## src/rxprc_pkg.sv

```systemverilog
`timescale 1ns / 1ps
`default_nettype none

package rxprc_pkg;

  localparam logic [7:0]  START_RESET = 8'd70;
  localparam logic [7:0]  STOP_RESET  = 8'd128;
  localparam logic [15:0] HDR_BYTES   = 16'd4;

  // command codes
  localparam logic CMD_POLL = 1'b0;
  localparam logic CMD_OVFL = 1'b1;

  // configuration register indexes
  localparam logic REG_START = 1'b0;
  localparam logic REG_STOP  = 1'b1;

  typedef enum logic [2:0] {
    ST_EMPTY   = 3'd0,
    ST_OK      = 3'd1,
    ST_SKIP    = 3'd2,
    ST_CORRUPT = 3'd3,
    ST_OVFL    = 3'd4
  } status_t;

  typedef struct packed {
    logic        cmd;
    logic [7:0]  current_page;
    logic [15:0] header_length;
    logic [7:0]  header_next_page;
    logic [15:0] max_len;
  } item_t;

  typedef struct packed {
    status_t     status;
    logic [15:0] header_address;
    logic [15:0] payload_length;
    logic [15:0] first_seg_address;
    logic [15:0] first_seg_length;
    logic [15:0] second_seg_address;
    logic [15:0] second_seg_length;
    logic [7:0]  new_boundary;
  } result_t;

  typedef struct packed {
    logic [7:0] start_page;
    logic [7:0] stop_page;
  } ring_cfg_t;

endpackage

`default_nettype wire

```

## src/rxprc_cfg.sv

```systemverilog
`timescale 1ns / 1ps
`default_nettype none

module rxprc_cfg (
  input  wire logic                  clk,
  input  wire logic                  rst_n,
  input  wire logic                  cfg_valid,
  output logic                       cfg_ready,
  input  wire logic                  cfg_index,
  input  wire logic [7:0]            cfg_data,
  output rxprc_pkg::ring_cfg_t       ring_cfg
);

  logic [7:0] start_r;
  logic [7:0] start_nxt;
  logic [7:0] stop_r;
  logic [7:0] stop_nxt;

  assign cfg_ready = 1'b1;

  always_comb begin
    start_nxt = start_r;
    stop_nxt  = stop_r;
    if (cfg_valid) begin
      unique case (cfg_index)
        rxprc_pkg::REG_START: start_nxt = cfg_data;
        rxprc_pkg::REG_STOP:  stop_nxt  = cfg_data;
        default: ;
      endcase
    end
  end

  always_ff @(posedge clk) begin
    if (!rst_n) begin
      start_r <= rxprc_pkg::START_RESET;
      stop_r  <= rxprc_pkg::STOP_RESET;
    end else begin
      start_r <= start_nxt;
      stop_r  <= stop_nxt;
    end
  end

  assign ring_cfg.start_page = start_r;
  assign ring_cfg.stop_page  = stop_r;

endmodule

`default_nettype wire

```

## src/rxprc_calc.sv

```systemverilog
`timescale 1ns / 1ps
`default_nettype none

module rxprc_calc (
  input  wire rxprc_pkg::item_t     item,
  input  wire rxprc_pkg::ring_cfg_t ring_cfg,
  input  wire logic [7:0]           boundary,
  output rxprc_pkg::result_t        res
);

  logic [7:0]  page_inc;
  logic [7:0]  page;
  logic [15:0] haddr;
  logic [15:0] dstart;
  logic [15:0] rend;
  logic [15:0] plen;
  logic [16:0] dend;
  logic [15:0] first_len;
  logic [7:0]  next_dec;
  logic [7:0]  stop_dec;
  logic [7:0]  curr_dec;
  logic [7:0]  adv_page;
  logic        corrupt;
  logic        skip;

  assign page_inc  = boundary + 8'd1;
  assign page      = (page_inc >= ring_cfg.stop_page) ? ring_cfg.start_page : page_inc;
  assign haddr     = {page, 8'h00};
  // header sits at a page boundary, so +4 never carries out
  assign dstart    = {page, 8'h04};
  assign rend      = {ring_cfg.stop_page, 8'h00};
  assign plen      = item.header_length - rxprc_pkg::HDR_BYTES;
  assign dend      = {1'b0, dstart} + {1'b0, plen};
  assign first_len = rend - dstart;
  assign next_dec  = item.header_next_page - 8'd1;
  assign stop_dec  = ring_cfg.stop_page - 8'd1;
  assign curr_dec  = item.current_page - 8'd1;
  assign adv_page  = (next_dec < ring_cfg.start_page) ? stop_dec : next_dec;

  assign corrupt = (item.header_length < rxprc_pkg::HDR_BYTES) ||
                   (item.header_next_page > ring_cfg.stop_page) ||
                   (item.header_next_page < ring_cfg.start_page);
  assign skip    = (plen == 16'd0) || (plen > item.max_len);

  always_comb begin
    res              = '0;
    res.status       = rxprc_pkg::ST_EMPTY;
    res.new_boundary = boundary;
    if (item.cmd == rxprc_pkg::CMD_OVFL) begin
      res.status       = rxprc_pkg::ST_OVFL;
      res.new_boundary = (item.current_page == ring_cfg.start_page) ? stop_dec : curr_dec;
    end else if (page != item.current_page) begin
      res.header_address = haddr;
      if (corrupt) begin
        res.status       = rxprc_pkg::ST_CORRUPT;
        res.new_boundary = (item.current_page > ring_cfg.start_page) ? curr_dec : stop_dec;
      end else begin
        res.payload_length = plen;
        res.new_boundary   = adv_page;
        if (skip) begin
          res.status = rxprc_pkg::ST_SKIP;
        end else begin
          res.status            = rxprc_pkg::ST_OK;
          res.first_seg_address = dstart;
          if (dend <= {1'b0, rend}) begin
            res.first_seg_length = plen;
          end else begin
            // packet wraps past the ring end
            res.first_seg_length   = first_len;
            res.second_seg_address = {ring_cfg.start_page, 8'h00};
            res.second_seg_length  = plen - first_len;
          end
        end
      end
    end
  end

endmodule

`default_nettype wire

```

## src/rx_page_ring_consumer.sv

```systemverilog
`timescale 1ns / 1ps
`default_nettype none

// Receive ring consumer: tracks the boundary page of a paged receive ring.
// Input channel (in_*): one transaction per command. A poll (cmd 0) carries
// the receiver's current page and the header fields read at the page after
// the boundary; overflow recovery (cmd 1) needs only current_page.
// Result channel (out_*): exactly one transaction per input transaction, in
// order: status, header address, payload length, up to two read segments
// (split at the ring end) and the boundary page after the command.
// Config channel (cfg_*): index 0 ring start page, index 1 ring stop page;
// always ready, write only while no command is in flight.
// Timing: an accepted command is registered in the input register, and its
// result is then registered in out_r, which raises out_valid.
// Throughput: one command per cycle while out_ready holds; boundary_r loads
// in the same cycle as out_r, so the next command sees it at once.
// If the receiver stalls, the result register holds and the input register
// takes one more command; in_ready drops only when both are full.
// Reset: synchronous active low; boundary returns to page 70, start to 70,
// stop to 128, and both channels come up empty.
module rx_page_ring_consumer (
  input  wire logic        clk,
  input  wire logic        rst_n,
  input  wire logic        cfg_valid,
  output logic             cfg_ready,
  input  wire logic        cfg_index,
  input  wire logic [7:0]  cfg_data,
  input  wire logic        in_valid,
  output logic             in_ready,
  input  wire logic        in_cmd,
  input  wire logic [7:0]  in_current_page,
  input  wire logic [15:0] in_header_length,
  input  wire logic [7:0]  in_header_next_page,
  input  wire logic [15:0] in_max_len,
  output logic             out_valid,
  input  wire logic        out_ready,
  output logic [2:0]       out_status,
  output logic [15:0]      out_header_address,
  output logic [15:0]      out_payload_length,
  output logic [15:0]      out_first_seg_address,
  output logic [15:0]      out_first_seg_length,
  output logic [15:0]      out_second_seg_address,
  output logic [15:0]      out_second_seg_length,
  output logic [7:0]       out_new_boundary
);

  rxprc_pkg::ring_cfg_t ring_cfg;
  rxprc_pkg::item_t     item_r;
  rxprc_pkg::result_t   res;
  rxprc_pkg::result_t   out_r;

  logic       in_vld_r;
  logic       in_vld_nxt;
  logic       out_vld_r;
  logic       out_vld_nxt;
  logic [7:0] boundary_r;
  logic [7:0] boundary_nxt;
  logic       adv;
  logic       in_acc;

  rxprc_cfg u_cfg (
    .clk       (clk),
    .rst_n     (rst_n),
    .cfg_valid (cfg_valid),
    .cfg_ready (cfg_ready),
    .cfg_index (cfg_index),
    .cfg_data  (cfg_data),
    .ring_cfg  (ring_cfg)
  );

  rxprc_calc u_calc (
    .item     (item_r),
    .ring_cfg (ring_cfg),
    .boundary (boundary_r),
    .res      (res)
  );

  assign adv      = in_vld_r && (!out_vld_r || out_ready);
  assign in_ready = !in_vld_r || adv;
  assign in_acc   = in_valid && in_ready;

  assign in_vld_nxt   = in_acc || (in_vld_r && !adv);
  assign out_vld_nxt  = adv || (out_vld_r && !out_ready);
  assign boundary_nxt = adv ? res.new_boundary : boundary_r;

  always_ff @(posedge clk) begin
    if (!rst_n) begin
      in_vld_r   <= 1'b0;
      out_vld_r  <= 1'b0;
      boundary_r <= rxprc_pkg::START_RESET;
    end else begin
      in_vld_r   <= in_vld_nxt;
      out_vld_r  <= out_vld_nxt;
      boundary_r <= boundary_nxt;
    end
  end

  always_ff @(posedge clk) begin
    if (in_acc) begin
      item_r.cmd              <= in_cmd;
      item_r.current_page     <= in_current_page;
      item_r.header_length    <= in_header_length;
      item_r.header_next_page <= in_header_next_page;
      item_r.max_len          <= in_max_len;
    end
    if (adv) begin
      out_r <= res;
    end
  end

  assign out_valid              = out_vld_r;
  assign out_status             = out_r.status;
  assign out_header_address     = out_r.header_address;
  assign out_payload_length     = out_r.payload_length;
  assign out_first_seg_address  = out_r.first_seg_address;
  assign out_first_seg_length   = out_r.first_seg_length;
  assign out_second_seg_address = out_r.second_seg_address;
  assign out_second_seg_length  = out_r.second_seg_length;
  assign out_new_boundary       = out_r.new_boundary;

`ifndef SYNTHESIS
  a_bnd_hold: assert property (@(posedge clk) disable iff (!rst_n)
    !adv |=> $stable(boundary_r))
    else $error("boundary moved without a transaction");

  a_bnd_match: assert property (@(posedge clk) disable iff (!rst_n)
    adv |=> (out_vld_r && out_r.new_boundary == boundary_r))
    else $error("reported boundary differs from boundary register");

  a_seg_sum: assert property (@(posedge clk) disable iff (!rst_n)
    (out_vld_r && out_r.status == rxprc_pkg::ST_OK) |->
    (16'(out_r.first_seg_length + out_r.second_seg_length) == out_r.payload_length))
    else $error("segment lengths do not add up to payload length");

  a_empty_zero: assert property (@(posedge clk) disable iff (!rst_n)
    (out_vld_r && out_r.status == rxprc_pkg::ST_EMPTY) |->
    (out_r.header_address == 16'd0 && out_r.first_seg_length == 16'd0))
    else $error("empty ring result carries header data");

  a_ready_free: assert property (@(posedge clk) disable iff (!rst_n)
    !out_vld_r |-> in_ready)
    else $error("input stalled with result register free");
`endif

endmodule

`default_nettype wire
```

## config.mk

```make
export PLATFORM = sky130hd
export DESIGN_NAME = rx_page_ring_consumer
export DESIGN_NICKNAME = d
export VERILOG_FILES = /design/src/rxprc_pkg.sv /design/src/rxprc_cfg.sv /design/src/rxprc_calc.sv /design/src/rx_page_ring_consumer.sv
export SDC_FILE = /design/constraint.sdc
export NUM_CORES = 1
export LEC_CHECK = 0
export BUFFER_PORTS_ARGS = -buffer_cell sky130_fd_sc_hd__buf_4
export CORE_MARGIN = 3
export CORE_UTILIZATION = 40
export DETAILED_ROUTE_END_ITERATION = 8
export PLACE_DENSITY = 0.64
export SLEW_MARGIN = 25
export SYNTH_ARGS = -nofsm -noshare
export SYNTH_HDL_FRONTEND = slang
export SYNTH_HIERARCHICAL = 1
export SYNTH_SLANG_ARGS = --single-unit
```

## constraint.sdc

```tcl
create_clock -name clk -period 6.4 [get_ports clk]
set_input_delay 1.28 -clock clk [delete_from_list [all_inputs] [get_ports clk]]
set_output_delay 1.28 -clock clk [all_outputs]
set_load 0.01 [all_outputs]
```

==> metrics, run 1 <==
Setup WS post-layout=between 0.4 and 0.5 ns; Slew Limit Fails=0; Starting DRT DRC Count=between 700 and 800; Rel. slew slack=35.4%; CP bufs+invs=2; CP top delay family=compound AO/OA/AOI/OAI gates; crit-path max FO=16; Syn Inst Count=1000; RR Endpoint=out_second_seg_length[12]; Switching Share=34.2%; Slowest-stage cell, CP=dfxtp_1; CTS buffer count=17; Die ar.=29500 sq um; DPL Wire Length=around 23000 microns; Leak=0.00552 uW; FILL cells=2469; Hold WS=roughly 0.5 ns; number of global-route vias before repair=8032; final instance area=around 13000 sq um; DRC=0; Cell variety after synth=75; clk slew on worst S/H paths=approximately 0.080 ns; commonest non-fill, non-tap cell in the layout=buf_4; start of the worst register-to-register path=boundary_r[0]; r2r setup slk=0.44 ns; fin crit share=between 90% and 100%; Main synth FF type=edfxtp_1; post-route ant nets=0; Core Util, Final=49.1%; Critical Path RT=6.60 ns; critical path class=reg -> reg; ys async rst share=0%; EDFF count, synth=156; Seq pwr share=between 30% and 40%; I/O pin cnt=173; CP Launch Type=register; outcome=completed; Pwr per Cell Area=between 200 and 300 nW/um^2; power share of the clock group=between 30% and 40%; crit-path most repeated cell=ha_1; Yosys top cell area share=42.7%; Crit. path cell count=25; cell taking the most area after synthesis=edfxtp_1; clock sinks=182; CTS hold repair buffers=0; worst IR drop on VDD=0.150 mV; post-layout min period=5.96 ns; antenna violations before repair=0; Post-Syn Area per Cell=~11 sq um; CORE AREA=27000 sq um; GP Congestion=0.903; Min-Delay Path Class=reg -> reg; Post-DP Area=12600 sq um; YS warnings=6; GRT Residual Overflow=0; Switch Pwr=1270 uW; Final Hold Fails=0; total global routing track utilization=20.3%; cell row count=60; most frequent cells in the layout=buf_4 (193), edfxtp_1 (156), ha_1 (91), inv_1 (76), nand2_1 (69); Pint=around 2400 uW; top post-synthesis cells by area=edfxtp_1 (43%), ha_1 (10%), dfxtp_1 (4.7%); # diodes=0; drt first pass iters=5; Multi-input gate area=5180 sq um; Seq/Total Area, Yosys=a little under half; share of layout cells above drive strength 1=21.5%; CTS tree=done; first-pass GRT wire length=45900 microns; pre-CTS setup slack=0.521 ns; Worst setup startpoint=boundary_r[0]; worst path arrival time=6.16 ns; clock skew=0.0128 ns; Max-Cap Viols=0; final net count=between 1000 and 1500; Seq. cell area=approximately 5200 sq um; register bit total from synthesis=182; PortBufs=171; Routed WL per cell=19.6 microns; root buffer cell=clkbuf_16; RSZ-0062 raised after global routing=no; Slowest Stage Delay on Critical Path=0.51 ns; Clock Latency Late Sink=about 0.44 ns; clock buffer depth=2; worst setup path endpoint=out_second_seg_length[12]; DR vias/cell=roughly 5.4; WL final=29900 microns; area added between synthesis and finish=20.6%; total number of vias=a little over 8000; die width=172 microns; Critical Path Sink Type=register; FMAX=168 MHz; combinational share of power=between 30% and 40%; worst reg2reg path depth=25; largest net degree at the start of global routing=slightly above 60; worst slew pin tran=about 0.97 ns; mapped cell area=roughly 11000 sq um; final setup TNS=0 ns; CTS H-tree lvls=4; Initial Util=roughly two fifths; Setup-failing EPs final=0; Die H=between 150 and 200 microns
[power by group through the flow]
stage	combinational [uW]	clock [uW]	sequential, uW
floorplan	777	0	1450
CTS	1140	1160	1430
global placement	1130	0	1460
detailed placement	1140	0	1460
global route	1260	1210	1440
finish	1150	1130	1430
[registers in the layout (all words and copies together) (netlist names)]
| name | flops |
|---|---|
| out_payload_length | 16 |
| u_cfg/stop_r | 8 |
| u_cfg/start_r | 8 |
| out_new_boundary | 8 |
| out_second_seg_address | 16 |
| out_status | 3 |
| out_first_seg_address | 16 |
| item_r | 49 |
| out_header_address | 16 |
| out_second_seg_length | 16 |
| boundary_r | 8 |
| in_vld_r | 1 |
| out_valid | 1 |
| out_first_seg_length | 16 |
[Yosys cell counts (all sizes together) (4+ instances only)]
| cell type | count |
|---|---|
| a21o | 14 |
| a21oi | 46 |
| a31oi | 7 |
| and2 | 6 |
| and3 | 5 |
| buf | 48 |
| clkbuf | 12 |
| dfxtp | 26 |
| edfxtp | 156 |
| ha | 91 |
| inv | 78 |
| mux2 | 7 |
| mux2i | 45 |
| nand2 | 70 |
| nand2b | 8 |
| nand3 | 26 |
| nand3b | 10 |
| nand4 | 20 |
| nand4b | 4 |
| nor2 | 55 |
| nor2b | 20 |
| nor3 | 30 |
| nor3b | 5 |
| nor4 | 11 |
| o211ai | 17 |
| o21a | 18 |
| o21ai | 28 |
| o22ai | 5 |
| o31ai | 10 |
| or2 | 5 |
| or3 | 4 |
| xnor2 | 38 |
| xor2 | 29 |
[through the flow]
stage	cells	power [uW]
after floorplan	1022	2230
after global placement	1498	2590
after detailed placement	1498	2600
after CTS	1530	3730
after global routing	1530	3910
final	1530	3720
[worst register-to-register path, stage by stage (launching register included)]
cell	delay, ns
dfxtp_1	0.51
ha_1	0.28
nand3_1	0.11
xnor2_1	0.29
ha_1	0.31
a21o_1	0.20
a211oi_1	0.36
o21ai_1	0.16
nand2_1	0.16
nand2_1	0.06
o21ai_0	0.21
inv_1	0.10
ha_1	0.34
a31oi_1	0.12
o21ai_0	0.25
nand4_1	0.19
nor2b_1	0.19
xnor2_1	0.14
ha_1	0.30
nand4_1	0.09
or4_1	0.50
o22ai_2	0.11
o21ai_1	0.10
a41oi_4	0.27
buf_12	0.20
and4b_1	0.21
[how the worst min path moves through the flow]
stage	endpoint	cells after the start	start
after floorplan	u_cfg/start_r[4]	2	u_cfg/start_r[4]
after global placement	u_cfg/start_r[4]	2	u_cfg/start_r[4]
after detailed placement	u_cfg/start_r[4]	2	u_cfg/start_r[4]
after CTS	u_cfg/start_r[4]	2	u_cfg/start_r[4]
after global routing	boundary_r[7]	2	boundary_r[7]
final	u_cfg/start_r[4]	2	u_cfg/start_r[4]
[cell families after synthesis]
group                    count (synthesis)  share of synthesized area, %
adder cells (fa/ha/maj)                 92                          10.6
flip-flops                             182                          47.4
AO/OA/AOI/OAI                          178                          11.0
buffers and inverters                  138                          6.33
multiplexers                            52                          4.82
AND/OR/NAND/NOR                        288                          14.1
other                                    2                        0.0684
XOR/XNOR                                68                          5.69
[cell type report]
type	instances	share of cell area, %
clock buffers	17	3.21
clock inverters	15	1.63
inverters	78	2.21
multi-input cells	702	39.1
flip-flops and latches	182	39.3
well taps	341	3.22
repair buffers	195	11.3
[routing by layer]
layer  vias to the layer above  part of all wire, %  GRT usage, %
met4                         0                  1.5          5.25
met1                      3998                   48          29.5
met3                        29                  5.6          2.83
li1                       3964                    -             -
met2                       285                   45          32.0
met5                         -                    0             0
[what timing repair did]
action                                  CTS  global route
endpoints found under the setup margin    0             6
hold endpoints to repair                  0             0
setup buffers                             0             0
resized for setup                         0             1
No activity file was read; power rests on OpenSTA's default activity.
==> run 2, diff against run 1 <==
==> constraint.sdc (replaced) <==
create_clock -name clk -period 7.2 [get_ports clk]
set_input_delay 1.44 -clock clk [delete_from_list [all_inputs] [get_ports clk]]
set_output_delay 1.44 -clock clk [all_outputs]
set_load 0.01 [all_outputs]
==> run 2 against run 1 <==
Compared with the run above:
- sequential power down 11%
- sequential share of layout area rose by 0.35 points
- clock power decreased by 15%
- clock skew grew 0.0024 ns
- die area unchanged
- count of clock-buffer cells in the layout unchanged
- global-route usage fell by 0.40 points
- cell count fell by 0.59%
- core utilization is 0.44 points lower
- flip-flop and latch count stayed put
- non-clock buffer count decreased by 9
==> metrics, run 2 (same netlist as run 1, synthesis figures left out) <==
Min-Delay Path Class=reg -> reg; commonest non-fill, non-tap cell in the layout=buf_4; DPL Wire Length=22100 microns (-3.0%); outcome=completed; CP Launch Type=register; Seq. cell area=5200 sq um (unchanged); fin crit share=91.2% (-1.9 points); CTS hold repair buffers=0 (unchanged); placed insts=1489 (-0.60%); number of global-route vias before repair=8088 (+0.70%); worst reg2reg path depth=22 (-12%); GRT Residual Overflow=0 (unchanged); clock skew=0.0152 ns (+0.00242 ns); critical path class=reg -> reg; post-CTS resize count=0 (unchanged); DR vias/cell=5.42 (+0.15%); RR Endpoint=out_first_seg_length[14]; WL final=29500 microns (-1.6%); total number of vias=8240 (-0.43%); largest net degree at the start of global routing=69 (+13%); final setup TNS=0 ns (unchanged); clk slew on worst S/H paths=0.08 ns (about the same); post-route non-filler standard cell count=1521 (-0.59%); worst IR drop on VDD=0.146 mV (-3.0%); CORE AREA=27000 sq um (unchanged); start of the worst register-to-register path=boundary_r[0]; I/O pin cnt=173 (unchanged); FILL cells=2531 (+2.5%); Die ar.=29500 sq um (unchanged); FMAX=152 MHz (-9.3%); Initial Util=40.7% (unchanged); CTS tree=done; drt first pass iters=5 (unchanged); Max-Cap Viols=0 (unchanged); Slew Limit Fails=0 (unchanged); Pwr per Cell Area=246 nW/um^2 (-12%); share of layout cells above drive strength 1=20.8% (-0.68 points); Biggest register=item_r; Starting DRT DRC Count=703 (-8.3%); PortBufs=171 (unchanged); DRC=0 (unchanged); RSZ-0062 raised after global routing=no; Worst setup startpoint=boundary_r[0]; first-pass GRT wire length=44900 microns (-2.1%); post-layout min period=6.57 ns (+0.609 ns); Multi-input gate area=5180 sq um (about the same); post-route ant nets=0 (unchanged); max reg flops=49 (unchanged); total global routing track utilization=19.9% (-0.40 points); r2r setup slk=0.63 ns (+0.19 ns); Setup Buffers After CTS=0 (unchanged); clock sinks=182 (unchanged); die width=172 microns (unchanged); cell row count=60 (unchanged); Critical Path RT=7.49 ns (+0.89 ns); final net count=1322 (-0.68%); Rel. slew slack=27.4% (-8.0 points); Setup-failing EPs final=0 (unchanged); CTS buffer count=17 (unchanged); CTS H-tree lvls=4 (unchanged); Clock Latency Late Sink=0.44 ns (about the same); antenna violations before repair=1 (+1); worst setup path endpoint=out_first_seg_length[14]; worst slew pin tran=1.09 ns (+0.124 ns); Final Hold Fails=0 (unchanged); # diodes=0 (unchanged); Leak=0.00545 uW (-1.2%); GP Congestion=0.923 (+2.2%); root buffer cell=clkbuf_16; Die H=172 microns (unchanged); most frequent cells in the layout=buf_4 (186), edfxtp_1 (156), ha_1 (91), inv_1 (76), nand2_1 (69); crit-path max FO=15 (-1); Routed WL per cell=19.4 microns (-1.0%); clock buffer depth=2 (unchanged); Critical Path Sink Type=register; worst path arrival time=6.85 ns (+0.69 ns); area added between synthesis and finish=19.5%
run 2: changes by cell type in the layout (fill, tap and decap cells not counted), sizes merged:
cell	before	now
clkinv	6	7
bufinv	1	0
buf	195	186
run 2: layout make-up:
class,instances,area share [%]
clock buffer,17,3.24
sequential,182,39.7
multi-input combinational,702,39.5
inverter,78,2.23
clock inverter,15,1.48
tap,341,3.25
timing repair buffer,186,10.6
run 2: power by group:
part	switching, uW	leakage (uW)	internal (uW)
registers	52.6	0.00171	1220
clock network	488	0.000298	477
logic	577	0.00344	413
run 2: layer usage:
layer	track usage, %	wire, microns
met1	28.3	13500
met2	31.1	13400
met3	3.70	2040
met4	5.56	515
met5	0	0
run 2: critical path, stage by stage (launching register included):
cell and delay, ns:
dfxtp_1 0.50, nand3_1 0.21, nor2_1 0.17, xor2_1 0.50, ha_1 0.34, o211ai_1 0.31, nand2_1 0.34, nand2_1 0.37
mux2i_1 0.49, inv_1 0.09, ha_1 0.37, nand2_1 0.07, o21ai_1 0.32, a21oi_1 0.14, xnor2_1 0.15, ha_1 0.30
nand3_1 0.07, or4_1 0.41, o22ai_2 0.10, o21ai_1 0.10, a41oi_4 0.52, buf_4 0.32, mux2i_1 0.21
run 2: worst min-delay path by stage:
stage / cells past startpoint / slack [ns] / startpoint / end
3_3_place_gp: 2 / 0.47 / u_cfg/start_r[4] / u_cfg/start_r[4]
6_report: 2 / 0.49 / u_cfg/start_r[4] / u_cfg/start_r[4]
5_1_grt: 2 / 0.54 / u_cfg/start_r[4] / u_cfg/start_r[4]
4_1_cts: 2 / 0.50 / u_cfg/start_r[4] / u_cfg/start_r[4]
3_5_place_dp: 2 / 0.48 / u_cfg/start_r[4] / u_cfg/start_r[4]
2_1_floorplan: 2 / 0.44 / u_cfg/start_r[4] / u_cfg/start_r[4]
run 2: stage by stage:
step | instance area (sq um) | utilization, % | power, uW | worst slack, ns | hold WS, ns
3_3_place_gp | 12500 | 46.4 | 2260 | 0.872 | 0.473
2_1_floorplan | 11100 | - | 1980 | 1.86 | 0.445
3_5_place_dp | 12500 | 46.4 | 2270 | 0.748 | 0.484
5_1_grt | 13100 | 48.7 | 3400 | 0.169 | 0.536
4_1_cts | 13100 | 48.7 | 3240 | 0.729 | 0.496
6_report | 13100 | 48.7 | 3230 | 0.633 | 0.494
